<file path="src/rtl/core/scancode_to_ascii_with_modifiers_unit_assert.svh">
// ----------------------------------------------------------------------------
// Assertion macros for the scancode translator
// Shared same-cycle and next-cycle implication checks, clocked on clk,
// disabled in reset.
// ----------------------------------------------------------------------------
`ifndef SCANCODE_TO_ASCII_WITH_MODIFIERS_UNIT_ASSERT_SVH
`define SCANCODE_TO_ASCII_WITH_MODIFIERS_UNIT_ASSERT_SVH

// same-cycle implication
`define SC2A_ASSERT_NOW(label, ante, cons) \
  label: assert property (@(posedge clk) disable iff (rst) (ante) |-> (cons)) \
    else $error("scancode translator check failed");

// next-cycle implication
`define SC2A_ASSERT_NEXT(label, ante, cons) \
  label: assert property (@(posedge clk) disable iff (rst) (ante) |=> (cons)) \
    else $error("scancode translator check failed");

`endif

</file>
<file path="src/rtl/core/sc2a_pkg.sv">
// ----------------------------------------------------------------------------
// sc2a_pkg
// Types, scancodes and key maps for the set-1 scancode translator.
// ----------------------------------------------------------------------------
package sc2a_pkg;

  typedef struct packed {
    logic [7:0] scan_byte;
    logic       editor_focused;
  } in_word_t;

  typedef struct packed {
    logic [1:0] event_kind;
    logic [6:0] char_code;
    logic [1:0] tab_index;
  } out_word_t;

  typedef struct packed {
    logic      has_event;
    out_word_t word;
  } xlate_t;

  localparam logic [1:0] KIND_EDITOR  = 2'd0;
  localparam logic [1:0] KIND_CONSOLE = 2'd1;
  localparam logic [1:0] KIND_SAVE    = 2'd2;
  localparam logic [1:0] KIND_TAB     = 2'd3;

  localparam logic [6:0] SC_LSHIFT = 7'h2A;
  localparam logic [6:0] SC_RSHIFT = 7'h36;
  localparam logic [6:0] SC_CTRL   = 7'h1D;
  localparam logic [6:0] SC_CAPS   = 7'h3A;
  localparam logic [6:0] SC_KEY_S  = 7'h1F;
  localparam logic [6:0] SC_KEY_1  = 7'h02;
  localparam logic [6:0] SC_KEY_4  = 7'h05;

  localparam int unsigned MapDepth = 58;

  localparam logic [6:0] PLAIN_MAP [MapDepth] = '{
    7'h00, 7'h1B, 7'h31, 7'h32, 7'h33, 7'h34, 7'h35, 7'h36, 7'h37, 7'h38,
    7'h39, 7'h30, 7'h2D, 7'h3D, 7'h08, 7'h09, 7'h71, 7'h77, 7'h65, 7'h72,
    7'h74, 7'h79, 7'h75, 7'h69, 7'h6F, 7'h70, 7'h5B, 7'h5D, 7'h0A, 7'h00,
    7'h61, 7'h73, 7'h64, 7'h66, 7'h67, 7'h68, 7'h6A, 7'h6B, 7'h6C, 7'h3B,
    7'h27, 7'h60, 7'h00, 7'h5C, 7'h7A, 7'h78, 7'h63, 7'h76, 7'h62, 7'h6E,
    7'h6D, 7'h2C, 7'h2E, 7'h2F, 7'h00, 7'h2A, 7'h00, 7'h20
  };

  localparam logic [6:0] SHIFT_MAP [MapDepth] = '{
    7'h00, 7'h1B, 7'h21, 7'h40, 7'h23, 7'h24, 7'h25, 7'h5E, 7'h26, 7'h2A,
    7'h28, 7'h29, 7'h5F, 7'h2B, 7'h08, 7'h09, 7'h51, 7'h57, 7'h45, 7'h52,
    7'h54, 7'h59, 7'h55, 7'h49, 7'h4F, 7'h50, 7'h7B, 7'h7D, 7'h0A, 7'h00,
    7'h41, 7'h53, 7'h44, 7'h46, 7'h47, 7'h48, 7'h4A, 7'h4B, 7'h4C, 7'h3A,
    7'h22, 7'h7E, 7'h00, 7'h7C, 7'h5A, 7'h58, 7'h43, 7'h56, 7'h42, 7'h4E,
    7'h4D, 7'h3C, 7'h3E, 7'h3F, 7'h00, 7'h2A, 7'h00, 7'h20
  };

endpackage

</file>
<file path="src/rtl/core/sc2a_in_stage.sv">
// ----------------------------------------------------------------------------
// sc2a_in_stage
// Input register: captures one key word and holds it until it is consumed.
// ----------------------------------------------------------------------------
module sc2a_in_stage (
  input  logic              clk,
  input  logic              rst,
  input  logic              key_valid,
  output logic              key_stall,
  input  sc2a_pkg::in_word_t key_word,
  input  logic              adv,
  output logic              q_valid,
  output sc2a_pkg::in_word_t q_word
);
  import sc2a_pkg::*;

  assign key_stall = q_valid && !adv;

  always_ff @(posedge clk) begin
    if (rst) begin
      q_valid <= 1'b0;
    end else if (!key_stall) begin
      q_valid <= key_valid;
    end
  end

  always_ff @(posedge clk) begin
    if (!key_stall && key_valid) begin
      q_word <= key_word;
    end
  end

endmodule

</file>
<file path="src/rtl/core/sc2a_xlate.sv">
// ----------------------------------------------------------------------------
// sc2a_xlate
// Modifier flags and key translation for one registered scancode.
// ----------------------------------------------------------------------------
module sc2a_xlate (
  input  logic               clk,
  input  logic               rst,
  input  logic               fire,
  input  sc2a_pkg::in_word_t word,
  output sc2a_pkg::xlate_t   result
);
  import sc2a_pkg::*;

  logic       shift_held;
  logic       ctrl_held;
  logic       caps_on;
  logic       shift_held_next;
  logic       ctrl_held_next;
  logic       caps_on_next;
  logic       brk;
  logic [6:0] code;
  logic       is_shift;
  logic       is_ctrl;
  logic       is_caps;
  logic       is_tab_key;
  logic [6:0] plain_ch;
  logic [6:0] shift_ch;
  logic [6:0] map_ch;
  logic [6:0] ch;

  assign brk        = word.scan_byte[7];
  assign code       = word.scan_byte[6:0];
  assign is_shift   = (code == SC_LSHIFT) || (code == SC_RSHIFT);
  assign is_ctrl    = (code == SC_CTRL);
  assign is_caps    = (code == SC_CAPS);
  assign is_tab_key = (code >= SC_KEY_1) && (code <= SC_KEY_4);

  assign plain_ch = (code < 7'(MapDepth)) ? PLAIN_MAP[code[5:0]] : 7'h00;
  assign shift_ch = (code < 7'(MapDepth)) ? SHIFT_MAP[code[5:0]] : 7'h00;
  assign map_ch   = shift_held ? shift_ch : plain_ch;

  always_comb begin
    ch = map_ch;
    if (caps_on && map_ch >= 7'h61 && map_ch <= 7'h7A) begin
      ch = {map_ch[6], 1'b0, map_ch[4:0]};
    end else if (caps_on && !shift_held && map_ch >= 7'h41 && map_ch <= 7'h5A) begin
      ch = {map_ch[6], 1'b1, map_ch[4:0]};
    end
  end

  always_comb begin
    shift_held_next = shift_held;
    ctrl_held_next  = ctrl_held;
    caps_on_next    = caps_on;
    if (brk) begin
      if (is_shift) shift_held_next = 1'b0;
      if (is_ctrl)  ctrl_held_next  = 1'b0;
    end else if (is_shift) begin
      shift_held_next = 1'b1;
    end else if (is_ctrl) begin
      ctrl_held_next = 1'b1;
    end else if (is_caps) begin
      caps_on_next = !caps_on;
    end
  end

  always_comb begin
    result.has_event       = 1'b0;
    result.word.event_kind = word.editor_focused ? KIND_EDITOR : KIND_CONSOLE;
    result.word.char_code  = ch;
    result.word.tab_index  = 2'd0;
    priority if (brk || is_shift || is_ctrl || is_caps) begin
      result.has_event = 1'b0;
    end else if (ctrl_held && code == SC_KEY_S) begin
      result.has_event       = word.editor_focused;
      result.word.event_kind = KIND_SAVE;
      result.word.char_code  = 7'h00;
    end else if (ctrl_held && is_tab_key) begin
      result.has_event       = 1'b1;
      result.word.event_kind = KIND_TAB;
      result.word.char_code  = 7'h00;
      result.word.tab_index  = code[1:0] - 2'd2;
    end else begin
      result.has_event = (ch != 7'h00);
    end
  end

  always_ff @(posedge clk) begin
    if (rst) begin
      shift_held <= 1'b0;
      ctrl_held  <= 1'b0;
      caps_on    <= 1'b0;
    end else if (fire) begin
      shift_held <= shift_held_next;
      ctrl_held  <= ctrl_held_next;
      caps_on    <= caps_on_next;
    end
  end

endmodule

</file>
<file path="src/rtl/core/sc2a_out_stage.sv">
// ----------------------------------------------------------------------------
// sc2a_out_stage
// Result register: holds one event word until the consumer takes it.
// ----------------------------------------------------------------------------
module sc2a_out_stage (
  input  logic                clk,
  input  logic                rst,
  input  logic                fire,
  input  sc2a_pkg::xlate_t    result,
  output logic                free,
  output logic                event_valid,
  input  logic                event_stall,
  output sc2a_pkg::out_word_t event_word
);
  import sc2a_pkg::*;

  assign free = !event_valid || !event_stall;

  always_ff @(posedge clk) begin
    if (rst) begin
      event_valid <= 1'b0;
    end else if (free) begin
      event_valid <= fire && result.has_event;
    end
  end

  always_ff @(posedge clk) begin
    if (free && fire && result.has_event) begin
      event_word <= result.word;
    end
  end

endmodule

</file>
<file path="src/rtl/core/scancode_to_ascii_with_modifiers_unit.sv">
// ----------------------------------------------------------------------------
// scancode_to_ascii_with_modifiers_unit
// Set-1 keyboard scancode to ASCII translator with shift, ctrl and caps lock.
// ----------------------------------------------------------------------------
// Takes one scancode word per cycle unless the event side stalls; each word's
// event is presented by the result register, which takes it from the input
// register, and a word that yields no event (releases, modifiers, unmapped keys,
// ctrl+S without editor focus) only updates the modifier flags. One input
// register and one result register bound the translation logic, so throughput
// is one word per cycle whenever the event side takes words as they come.
module scancode_to_ascii_with_modifiers_unit (
  input  logic                clk,
  input  logic                rst,
  input  logic                key_valid,
  output logic                key_stall,
  input  sc2a_pkg::in_word_t  key_word,
  output logic                event_valid,
  input  logic                event_stall,
  output sc2a_pkg::out_word_t event_word
);
  import sc2a_pkg::*;

  logic     q_valid;
  in_word_t q_word;
  logic     out_free;
  logic     fire;
  xlate_t   result;

  assign fire = q_valid && out_free;

  sc2a_in_stage u_in (
    .clk       (clk),
    .rst       (rst),
    .key_valid (key_valid),
    .key_stall (key_stall),
    .key_word  (key_word),
    .adv       (fire),
    .q_valid   (q_valid),
    .q_word    (q_word)
  );

  sc2a_xlate u_xlate (
    .clk    (clk),
    .rst    (rst),
    .fire   (fire),
    .word   (q_word),
    .result (result)
  );

  sc2a_out_stage u_out (
    .clk         (clk),
    .rst         (rst),
    .fire        (fire),
    .result      (result),
    .free        (out_free),
    .event_valid (event_valid),
    .event_stall (event_stall),
    .event_word  (event_word)
  );

`include "scancode_to_ascii_with_modifiers_unit_assert.svh"

  `SC2A_ASSERT_NOW(a_char_nonzero,
    event_valid && (event_word.event_kind == KIND_EDITOR ||
                    event_word.event_kind == KIND_CONSOLE),
    event_word.char_code != 7'h00 && event_word.tab_index == 2'd0)
  `SC2A_ASSERT_NOW(a_cmd_no_char,
    event_valid && (event_word.event_kind == KIND_SAVE ||
                    event_word.event_kind == KIND_TAB),
    event_word.char_code == 7'h00)
  `SC2A_ASSERT_NOW(a_save_no_tab,
    event_valid && event_word.event_kind == KIND_SAVE,
    event_word.tab_index == 2'd0)
  `SC2A_ASSERT_NOW(a_stall_backs_up,
    q_valid && event_valid && event_stall, key_stall)
  `SC2A_ASSERT_NEXT(a_fire_event,
    fire && result.has_event, event_valid)

endmodule

</file>
<file path="config.mk">
export PLATFORM = sky130hd
export DESIGN_NAME = scancode_to_ascii_with_modifiers_unit
export DESIGN_NICKNAME = d
export VERILOG_FILES = /design/src/rtl/core/sc2a_pkg.sv /design/src/rtl/core/sc2a_in_stage.sv /design/src/rtl/core/sc2a_xlate.sv /design/src/rtl/core/sc2a_out_stage.sv /design/src/rtl/core/scancode_to_ascii_with_modifiers_unit.sv
export VERILOG_INCLUDE_DIRS = /design/src /design/src/rtl/core
export SDC_FILE = /design/constraint.sdc
export NUM_CORES = 1
export LEC_CHECK = 0
export BUFFER_PORTS_ARGS = -buffer_cell sky130_fd_sc_hd__buf_2
export CAP_MARGIN = 40
export CORE_ASPECT_RATIO = 1.75
export CORE_MARGIN = 2
export CORE_UTILIZATION = 59
export DETAILED_ROUTE_END_ITERATION = 10
export PLACE_DENSITY = 0.8
export SYNTH_ARGS = -nofsm -noshare
export SYNTH_HDL_FRONTEND = slang
export SYNTH_HIERARCHICAL = 1
export SYNTH_SLANG_ARGS = --single-unit
</file>
<file path="constraint.sdc">
create_clock -name clk -period 4.2 [get_ports clk]
set_input_delay 1.26 -clock clk [delete_from_list [all_inputs] [get_ports clk]]
set_output_delay 1.26 -clock clk [all_outputs]
set_load 0.03 [all_outputs]
</file>
## Word level (Yosys, flattened, before mapping)

Memory sizes are Yosys's and may differ from the RTL's.
Index checks and enable logic that the tools add are counted.

- Bitwise logic cells: 5
- $lt $le $gt $ge: 8
- Reduce and logical (&&, ||, !) cells: 30
- $add $sub $neg: 1
- Equality and inequality tests: 6
- Mux-type cells: 23

Operators with widths:

| kind | number |
|---|---|
| 7-bit 2-to-1 mux | 7 |
| 11-bit 2-to-1 mux | 2 |
| 7-bit by 6-bit == test with 1-bit output, second input constant | 3 |
| 7-bit greater-or-equal comparator, second input constant | 3 |
| 7-bit by 5-bit == test with 1-bit output, second input constant | 2 |
| 7-bit less-or-equal comparator, second input constant | 2 |
| 1-bit logical AND | 14 |
| 6-bit 2-to-1 mux | 2 |
| 1-bit 2-to-1 mux | 10 |
| 10-bit 2-to-1 mux | 1 |
| 7-bit by 2-bit greater-or-equal comparator with 1-bit output, second input constant | 1 |
| 7-bit by 3-bit less-or-equal comparator with 1-bit output, second input constant | 1 |
| 7-bit by 6-bit < comparator with 1-bit output, second input constant | 1 |
| 6-bit inverter with 7-bit output | 1 |
| 7-bit nonzero test | 1 |
| 1-bit zero test | 6 |
| 1-bit logical OR | 5 |
| 5-bit AND reduction | 1 |
| 1-bit inverter | 4 |
| 3-bit AND reduction | 1 |
| 3-bit OR reduction | 1 |
| 2-bit 2-to-1 mux | 1 |
| 2-bit inequality test, second input constant | 1 |
| 2-bit AND reduction | 1 |
| 2-bit subtractor, second input constant | 1 |

- Register bits after elaboration: 25
- Bits of input ports: 13
- Logic and storage cells: 85
- Memories: 2
- Output and inout bits: 13
- Bits in read-only memories: 896

Memories:

| memory | depth | bits a word | rd ports | clocked after memory_dff | write ports | line | text |
|---|---|---|---|---|---|---|---|
| (name not given) | 64 | 7 | 1 | 0 | 0 | sc2a_xlate.sv:39 | `assign shift_ch = (code < 7'(MapDepth)) ? SHIFT_MAP[code[5:0]] : 7'h00;` |
| (name not given) | 64 | 7 | 1 | 0 | 0 | sc2a_xlate.sv:38 | `assign plain_ch = (code < 7'(MapDepth)) ? PLAIN_MAP[code[5:0]] : 7'h00;` |

## Logic depth before layout (Yosys ltp)

Gate-level depths: netlist of the first run.

- Depth in word-level cells: 16
- Depth in mapped cells: 13
- Depth with buffers taken out: 11

## By module

The synthesis of the first run kept the hierarchy.

Modules (own cells, without submodules):

| module | seq. area each (sq um) | cells each | area an instance (sq um) | times used |
|---|---|---|---|---|
| sc2a_xlate | 60.1 | 231 | 1646.6 | 1 |
| sc2a_out_stage | 350.3 | 16 | 374.1 | 1 |
| sc2a_in_stage | 290.3 | 13 | 320.3 | 1 |
| scancode_to_ascii_with_modifiers_unit | 0.0 | 1 | 6.3 | 1 |

## Least setup slack after synthesis of the first run

OpenSTA, ideal clock, no wires.

- Path kind: reg-to-reg
- Start point: reg u_in/q_word[2] (netlist name)
- End point: reg u_out/event_word[0] (netlist name)
- Path buffers: 1
- Setup slack: 0.677 ns
- Arrival time: 3.141 ns
- Required time: 3.817 ns
- Clock period less this slack: 3.523 ns
- Library setup time: 0.383 ns
- Stages on the path, launching flop included: 13
- Path through: edfxtp_1 buf_2 inv_1 ha_1 inv_1 mux4_2 o221ai_1 and4_1 or2b_1 or4b_4 o221a_2 nand2_1 a21oi_1

==> impl_metrics.ini, run 1 <==
[sta]
fin_crit_ns = 3.69
rsz0062_at_grt = no
fmaxAchievable_ghz = 0.271
final.setup.worst_slack_ns = 0.510
hold_viol_final = 0
worst_hold_slack_ns = 0.530
worst_pin_slew_ns = 0.829
setup_viol = 0
finalCritPeriodShare_pct = 87.9
slew_headroom_pct = 44.6
skew_ns = 0.0123
drv_slew = 0
finalSetupTns_ns = 0

[cts]
clock_sinks = 25
cts-htree-levels = 1
clkSlewWorstSetupHoldPaths_ns = 0.09
cts_made_buffers = 3
post_cts_resize_count = 0
cts_setup_buffers = 0
clock-root-buffer = clkbuf_8
cts_hold_buf = 0
clockBufferDepth = 2
clk_latency_ns = 0.27
cts_tree = yes

[synth]
yosysUniqueCellTypes = 72
synth_fp_nets = 287
netlist.area_leader.share_pct = 25.6
ys_seq_elements = 25
yosysSeqAreaShare_pct = 29.9
synth_ff_type = edfxtp_1
synth_largest_area_cell = edfxtp_1
async_flop_share_pct = 0
yosys_warnings = 6
synthTopCellsByArea = edfxtp_1, ha_1, dfxtp_1
synth_area_mm2 = 0.00235
synth-edff-count = 20
syn_inst = 261
synth_area_per_cell_um2 = 8.99

[hold_path]
hp-class = flop to flop

[pwr]
internal_power_mw = 0.432
power.leakage_nw = 1.00
p_sw_mw = 0.213
p_per_area_mw_per_mm2 = 253
p_seq_share_pct = 45.4
pwr-share-comb_pct = 32.5
vdd_drop_max_v = 0.000180
p_sw_share_pct = 33.0
power.share.clock_pct = 22.1

[flow_run]
drv_cap = 0

[final_layout]
mostFrequentLayoutCell = buf_2
layout_common_cells = buf_2, nor2_1, edfxtp_1
layout-drive-gt1-share_pct = 19.6
layout.nets = 312
n_antenna_cell = 0
syn_to_final_growth_pct = 8.48

[place]
numPortBuffers = 25
pre_cts_ws_ns = 0.643
place_congestion = 1.02
place_hpwl_um = 4820

[global_route]
antenna_found_initial = 0
grt_pass1_vias = 2034
grt_max_degree = 48
grtUsageTotal_pct = 29.2
grt_pass1_wl_um = 9800
gr-total-overflow = 0

[routing]
dr_total_vias = 2215
ant_nets = 0
initialDrtViolationCount = 131
highest_layer = met4
met1Wirelength_um = 2270
vias_per_cell = 6.65
wl_met2_um = 3300
wirelength_um = 6410
drcViolationCount = 0
wl_per_cell_um = 19.3
wl_met3_um = 406
drtPass1Iterations = 5

[worst_setup_path]
slowest_stage = or4b_4
worst_path_largest_cell_delay_ns = 0.55
required_ns = 4.22
crit_fanout = 10
path_class = flop to flop
crit_chain = inv_1 > ha_1 > or2_2 > a31oi_1 > o221ai_1 > o211ai_1 > or2b_1 > or4b_4 > o221a_2 > nand2_1 > a21oi_1 > buf_4
critPathLaunchType = flop
end_kind = flop
arrival_ns = 3.71

[floorplan]
start_util_pct = 60.7
dieArea_mm2 = 0.00452
core-area_mm2 = 0.00387
dieHeight_um = 87.4
die_w_um = 51.7
std_cell_rows = 30
io_pins = 26

[status]
status = complete, no violations
through the flow:
stage / utilization, % / total power, mW / cells / instance area [µm²]
after floorplan: - / 0.451 / 261 / 2350
after global placement: 64.4 / 0.497 / 328 / 2490
after detailed placement: 64.6 / 0.500 / 329 / 2500
after CTS: 65.9 / 0.641 / 333 / 2550
after global routing: 65.9 / 0.670 / 333 / 2550
final: 65.9 / 0.644 / 333 / 2550
cell usage after synthesis (2+ instances only):
master / count
dfxtp_1: 5
nor3_1: 2
nand2b_1: 9
o221ai_1: 4
o32a_1: 2
nor2_1: 22
inv_1: 12
o21ai_0: 11
mux2i_1: 7
and2_1: 4
nand3_1: 5
a21oi_1: 12
nor2b_1: 14
o22ai_1: 2
a31oi_1: 6
a2111oi_0: 3
o211ai_1: 3
a32oi_1: 2
o31a_1: 2
nand2_1: 16
edfxtp_1: 20
o21a_1: 2
a211oi_1: 3
nor4b_1: 2
ha_1: 13
nor4_1: 3
a41oi_1: 2
o311a_1: 2
and3_1: 4
o31ai_1: 4
buf_2: 10
nor3b_1: 4
mux2_2: 3
a311oi_1: 4
buf_6: 5
area by class of cell:
type | instances | area [µm²]
multi-input combinational | 206 | 1470
fill | 326 | 1320
sequential | 25 | 701
timing repair buffer | 38 | 223
tap | 48 | 60.1
inverter | 12 | 45.0
clock buffer | 3 | 41.3
clock inverter | 1 | 7.51
final timing paths:
kind,start,end,slack (ns),depth (start not counted)
worst min register to register,u_out/event_valid,u_out/event_valid,0.53,2
worst min-delay path,u_out/event_valid,u_out/event_valid,0.53,2
worst max register to register,u_in/q_word[2],u_out/event_word[6],0.51,12
worst max-delay path,u_in/q_word[2],u_out/event_word[6],0.51,12
state kept, by name, indices dropped and copies added, names as in the netlist:
name	count
u_xlate/ctrl_held	1
u_out/event_valid	1
u_out/event_word	11
u_in/q_valid	1
u_xlate/caps_on	1
u_xlate/shift_held	1
u_in/q_word	9
layer usage:
layer / GRT usage [%] / up-vias
li1: - / 1037
met1: 30.9 / 1003
met4: 19.4 / 0
met5: 0 / -
met3: 3.26 / 44
met2: 52.3 / 131
critical path: cells and delay by family (launching register included):
| kind | cells | cell delay, ns |
|---|---|---|
| DFF | 1 | 0.48 |
| adders and majority gates | 1 | 0.35 |
| and+or+nand+nor | 4 | 1.28 |
| buffers and inverters | 2 | 0.42 |
| AOI/OAI and AO/OA | 5 | 0.90 |
power groups by stage:
stage                     sequential [mW]  clock, mW  combinational (mW)
after CTS                           0.292      0.144               0.204
after detailed placement            0.298          0               0.203
final                               0.292      0.142               0.210
after floorplan                     0.308          0               0.143
after global placement              0.297          0               0.199
after global routing                0.294      0.152               0.224
cells by family (layout without fill, tap and decap cells):
group / count (synthesis) / in the layout / share of synthesized area [%]
mux: 12 / 12 / 5.86
buf+inv: 30 / 54 / 7.57
fa+ha+maj: 13 / 13 / 6.93
simple gates: 102 / 102 / 25.2
compound gates: 78 / 78 / 24.2
flops: 25 / 25 / 29.9
xor+xnor: 1 / 1 / 0.373
(Power assumes the default switching activity.)
==> inputs of run 2 (changes only) <==
- PLACE_DENSITY: 0.8 -> 0.87
==> impl_metrics.ini, run 2 (synthesis results as in run 1) <==
[place]
numPortBuffers = 25
place_congestion = 1.04
place_hpwl_um = 4970

[final_layout]
layout.nets = 312
fillers = 326
multi_input_area_mm2 = 0.00147
layout_common_cells = buf_2, nor2_1, edfxtp_1
top_regs = u_out/event_word: 11 flops, u_in/q_word: 9 flops
syn_to_final_growth_pct = 9.01
largest_reg_flops = 11
top_register = u_out/event_word
mostFrequentLayoutCell = buf_2
layout-drive-gt1-share_pct = 19.6
n_antenna_cell = 0
seq_area_um2 = 701

[cts]
cts-htree-levels = 1
cts_made_buffers = 3
cts_setup_buffers = 0
clockBufferDepth = 2
clock-root-buffer = clkbuf_8
clkSlewWorstSetupHoldPaths_ns = 0.10
clock_sinks = 25
post_cts_resize_count = 0
clk_latency_ns = 0.27
cts_tree = yes
cts_hold_buf = 0

[worst_setup_path]
required_ns = 4.23
r2r_start = u_in/q_word[3]
startpoint = u_in/q_word[3]
arrival_ns = 3.56
crit_chain = buf_12 > ha_1 > nor3b_1 > a311oi_1 > nand2b_1 > o211ai_1 > or2b_1 > or4b_4 > o221a_2 > nand2_1 > a21oi_1 > buf_4
end_kind = flop
critPathTopFamily = simple AND/OR/NAND/NOR gates
path_depth = 12
ff2ff_path_depth = 12
worst_path_largest_cell_delay_ns = 0.53
path_class = flop to flop
slowest_stage = or4b_4
r2r_slack_ns = 0.67
cp-endpoint = u_out/event_word[6]
worst-path-buf-inv = 2
critPathLaunchType = flop
crit_fanout = 47
rr_endpoint = u_out/event_word[6]

[sta]
drv_slew = 0
fin_crit_ns = 3.53
hold_viol_final = 0
slew_headroom_pct = 44.6
skew_ns = 0.00959
finalSetupTns_ns = 0
rsz0062_at_grt = no
finalCritPeriodShare_pct = 84.2
setup_viol = 0
fmaxAchievable_ghz = 0.283
worst_pin_slew_ns = 0.829

[pwr]
pwr-share-comb_pct = 32.5
internal_power_mw = 0.434
power.leakage_nw = 1.01
power.share.clock_pct = 22.7
p_sw_share_pct = 33.7
p_seq_share_pct = 44.9
vdd_drop_max_v = 0.000175
report.power.total_mw = 0.655
p_sw_mw = 0.221
p_per_area_mw_per_mm2 = 256

[global_route]
grt_pass1_wl_um = 10700
antenna_found_initial = 0
grtUsageTotal_pct = 31.4
gr-total-overflow = 0
grt_pass1_vias = 2260
grt_max_degree = 48

[floorplan]
die_w_um = 51.7
std_cell_rows = 30
dieArea_mm2 = 0.00452
start_util_pct = 60.7
core-area_mm2 = 0.00387
dieHeight_um = 87.4
io_pins = 26

[routing]
ant_nets = 0
initialDrtViolationCount = 207
vias_per_cell = 6.98
drcViolationCount = 0
dr_total_vias = 2325
wl_per_cell_um = 20.4
wirelength_um = 6800
drtPass1Iterations = 5

[hold_path]
hp-class = flop to flop

[status]
status = complete, no violations

[flow_run]
drv_cap = 0
-- run 2: cell counts in the layout (fill, tap and decap cells not counted) --
No cell type changed its count.
-- run 2: metrics by stage --
| step | util, % | hold WS [ns] | area [µm²] | setup slack [ns] | std cells |
|---|---|---|---|---|---|
| after floorplan | - | 0.464 | 2350 | 0.677 | 261 |
| after global placement | 64.7 | 0.487 | 2500 | 0.685 | 328 |
| after detailed placement | 64.9 | 0.507 | 2510 | 0.759 | 329 |
| after CTS | 66.2 | 0.520 | 2560 | 0.729 | 333 |
| after global routing | 66.2 | 0.528 | 2560 | 0.537 | 333 |
| final | 66.2 | 0.511 | 2560 | 0.666 | 333 |
-- run 2: worst min-delay path: cells and delay by family (launching register included) --
| family | cells | cell delay [ns] |
|---|---|---|
| and+or+nand+nor | 1 | 0.08 |
| DFF | 1 | 0.35 |
| AOI/OAI and AO/OA | 1 | 0.05 |
-- run 2: layout make-up --
class / instances / area share (%)
inverters: 12 / 1.76
well taps: 48 / 2.35
repair buffers: 38 / 9.19
multi-input cells: 206 / 57.4
clock inverters: 1 / 0.293
flip-flops and latches: 25 / 27.4
clock buffers: 3 / 1.61
-- run 2: power by group through the flow --
stage,clock (mW),sequential [mW],combinational (mW)
2_1_floorplan,0,0.308,0.143
3_3_place_gp,0,0.299,0.200
3_5_place_dp,0,0.299,0.205
4_1_cts,0.152,0.294,0.206
5_1_grt,0.155,0.296,0.227
6_report,0.148,0.294,0.213
-- run 2: metal layers --
metal  up-vias  GRT usage, %  wire length [µm]
met5         -             0                 0
met4         0          23.2               475
met3        49          4.64               460
met2       157          54.8              3500
met1      1081          32.8              2370
li1       1038             -                 -
-- run 2: worst min-delay path by stage --
stage / start / endpoint / cells past startpoint / slack [ns]
6_report: u_out/event_valid / u_out/event_valid / 2 / 0.51
3_5_place_dp: u_in/q_word[8] / u_xlate/ctrl_held / 1 / 0.51
2_1_floorplan: u_in/q_word[8] / u_xlate/ctrl_held / 1 / 0.46
5_1_grt: u_out/event_valid / u_out/event_valid / 2 / 0.53
3_3_place_gp: u_out/event_valid / u_out/event_valid / 2 / 0.49
4_1_cts: u_in/q_word[8] / u_xlate/ctrl_held / 1 / 0.52
==> inputs of run 3 (changes only) <==
- clock period: 4.2 -> 3.5 ns (I/O delays scaled with it)
==> impl_metrics.ini, run 3 (synthesis results as in run 1) <==
[status]
status = complete, no violations

[final_layout]
mostFrequentLayoutCell = buf_4
post-route-util_pct = 69.0
final_cells = 347
top_register = u_out/event_word
layout_common_cells = buf_4, buf_2, nor2_1
layout-drive-gt1-share_pct = 24.4
largest_reg_flops = 11
top_regs = u_out/event_word: 11 flops, u_in/q_word: 9 flops
layout.nets = 326
syn_to_final_growth_pct = 13.6
n_antenna_cell = 0

[routing]
drcViolationCount = 0
drtPass1Iterations = 5
wl_per_cell_um = 19.9
vias_per_cell = 6.91
wirelength_um = 6920
dr_total_vias = 2398
ant_nets = 0
initialDrtViolationCount = 165

[global_route]
gr-total-overflow = 0
grt_pass1_vias = 2345
grt_pass1_wl_um = 10900
grtUsageTotal_pct = 32.3
grt_max_degree = 40
antenna_found_initial = 0

[worst_setup_path]
crit_fanout = 18
required_ns = 3.53
path_class = flop to flop
worst_path_largest_cell_delay_ns = 0.55
critPathLaunchType = flop
crit_chain = buf_4 > ha_1 > and2_1 > nor2_1 > o32a_1 > a32o_1 > and2_4 > or4b_4 > o221a_2 > nand2_1 > a21oi_2 > buf_4
arrival_ns = 3.40
slowest_stage = or4b_4
crit_top_cell = buf_4
end_kind = flop
ff2ff_path_depth = 12

[cts]
clockBufferDepth = 2
clock-root-buffer = clkbuf_8
clock_sinks = 25
clk_latency_ns = 0.27
cts_made_buffers = 3
cts-htree-levels = 1
cts_setup_buffers = 0
cts_tree = yes
clkSlewWorstSetupHoldPaths_ns = 0.09

[sta]
final.setup.worst_slack_ns = 0.134
setup_viol = 0
rsz0062_at_grt = no
fin_crit_ns = 3.37
skew_ns = 0.00505
slew_headroom_pct = 58.6
worst_pin_slew_ns = 0.621
hold_viol_final = 0
finalSetupTns_ns = 0
fmaxAchievable_ghz = 0.297
finalCritPeriodShare_pct = 96.2
drv_slew = 0

[place]
place_hpwl_um = 5140
numPortBuffers = 25
pre_cts_ws_ns = 0.177
place_congestion = 1.02
dp.cells = 343

[floorplan]
io_pins = 26
dieArea_mm2 = 0.00452
start_util_pct = 60.7
core-area_mm2 = 0.00387
die_w_um = 51.7
std_cell_rows = 30
dieHeight_um = 87.4

[hold_path]
min_path_cells = 2
hp-class = flop to flop

[pwr]
p_seq_share_pct = 44.2
p_sw_share_pct = 33.3
pwr-share-comb_pct = 33.9
p_sw_mw = 0.267
p_per_area_mw_per_mm2 = 301
internal_power_mw = 0.535
vdd_drop_max_v = 0.000234
power.share.clock_pct = 21.9
power.leakage_nw = 1.07

[flow_run]
drv_cap = 0
run 3: cell count changes in the layout (fill, tap and decap cells not counted):
| cell | before | now |
|---|---|---|
| buf_4 | 12 | 26 |
| inv_1 | 12 | 10 |
| inv_2 | 0 | 2 |
| a21oi_1 | 12 | 11 |
| a21oi_2 | 1 | 2 |
| clkbuf_1 | 0 | 1 |
| clkinvlp_4 | 1 | 0 |
| ha_1 | 13 | 12 |
| ha_2 | 0 | 1 |
run 3: area by class of cell:
type	count	area, µm²
Tap cell	48	60.1
Clock buffer	4	45.0
Timing Repair Buffer	52	340
Inverter	12	45.0
Multi-Input combinational cell	206	1480
Sequential cell	25	701
Fill cell	325	1200
run 3: per-stage QoR:
| step | hold slack [ns] | total power [mW] | cell area [µm²] |
|---|---|---|---|
| floorplan | 0.464 | 0.542 | 2350 |
| global placement | 0.501 | 0.615 | 2620 |
| detailed placement | 0.510 | 0.621 | 2620 |
| CTS | 0.523 | 0.794 | 2660 |
| global route | 0.539 | 0.826 | 2670 |
| finish | 0.526 | 0.802 | 2670 |
run 3: power groups by stage:
| stage | clock network, mW | registers, mW | logic [mW] |
|---|---|---|---|
| 6_report | 0.176 | 0.354 | 0.272 |
| 5_1_grt | 0.180 | 0.356 | 0.290 |
| 4_1_cts | 0.177 | 0.354 | 0.263 |
| 3_5_place_dp | 0 | 0.360 | 0.261 |
| 3_3_place_gp | 0 | 0.360 | 0.255 |
| 2_1_floorplan | 0 | 0.370 | 0.172 |
run 3: what timing repair did:
| action | in CTS | in global routing |
|---|---|---|
| setup endpoints to repair | 0 | 11 |
| gates resized for setup | 0 | 3 |
| hold buffers | 0 | 0 |
| endpoints found under the hold margin | 0 | 0 |
run 3: worst max-delay path, delay by kind of cell, from the launching register on:
kind            cells  cell delay [ns]
buf+inv             2             0.44
compound gates      4             0.86
fa+ha+maj           1             0.37
flops               1             0.38
simple gates        5             1.10
run 3: per-layer routing:
metal	vias up	GRT usage, %	routed length [µm]
met5	-	0	0
met4	0	24.6	671
met3	74	4.30	640
met2	190	56.9	3330
met1	1067	33.3	2270
li1	1067	-	-
run 3: final timing paths:
| path | slack, ns | endpoint | startpoint |
|---|---|---|---|
| setup reg to reg | 0.13 | u_out/event_word[6] | u_in/q_word[2] |
| setup / recovery | 0.13 | u_out/event_word[6] | u_in/q_word[2] |
| hold reg to reg | 0.53 | u_out/event_valid | u_out/event_valid |
| hold / removal | 0.53 | u_out/event_valid | u_out/event_valid |
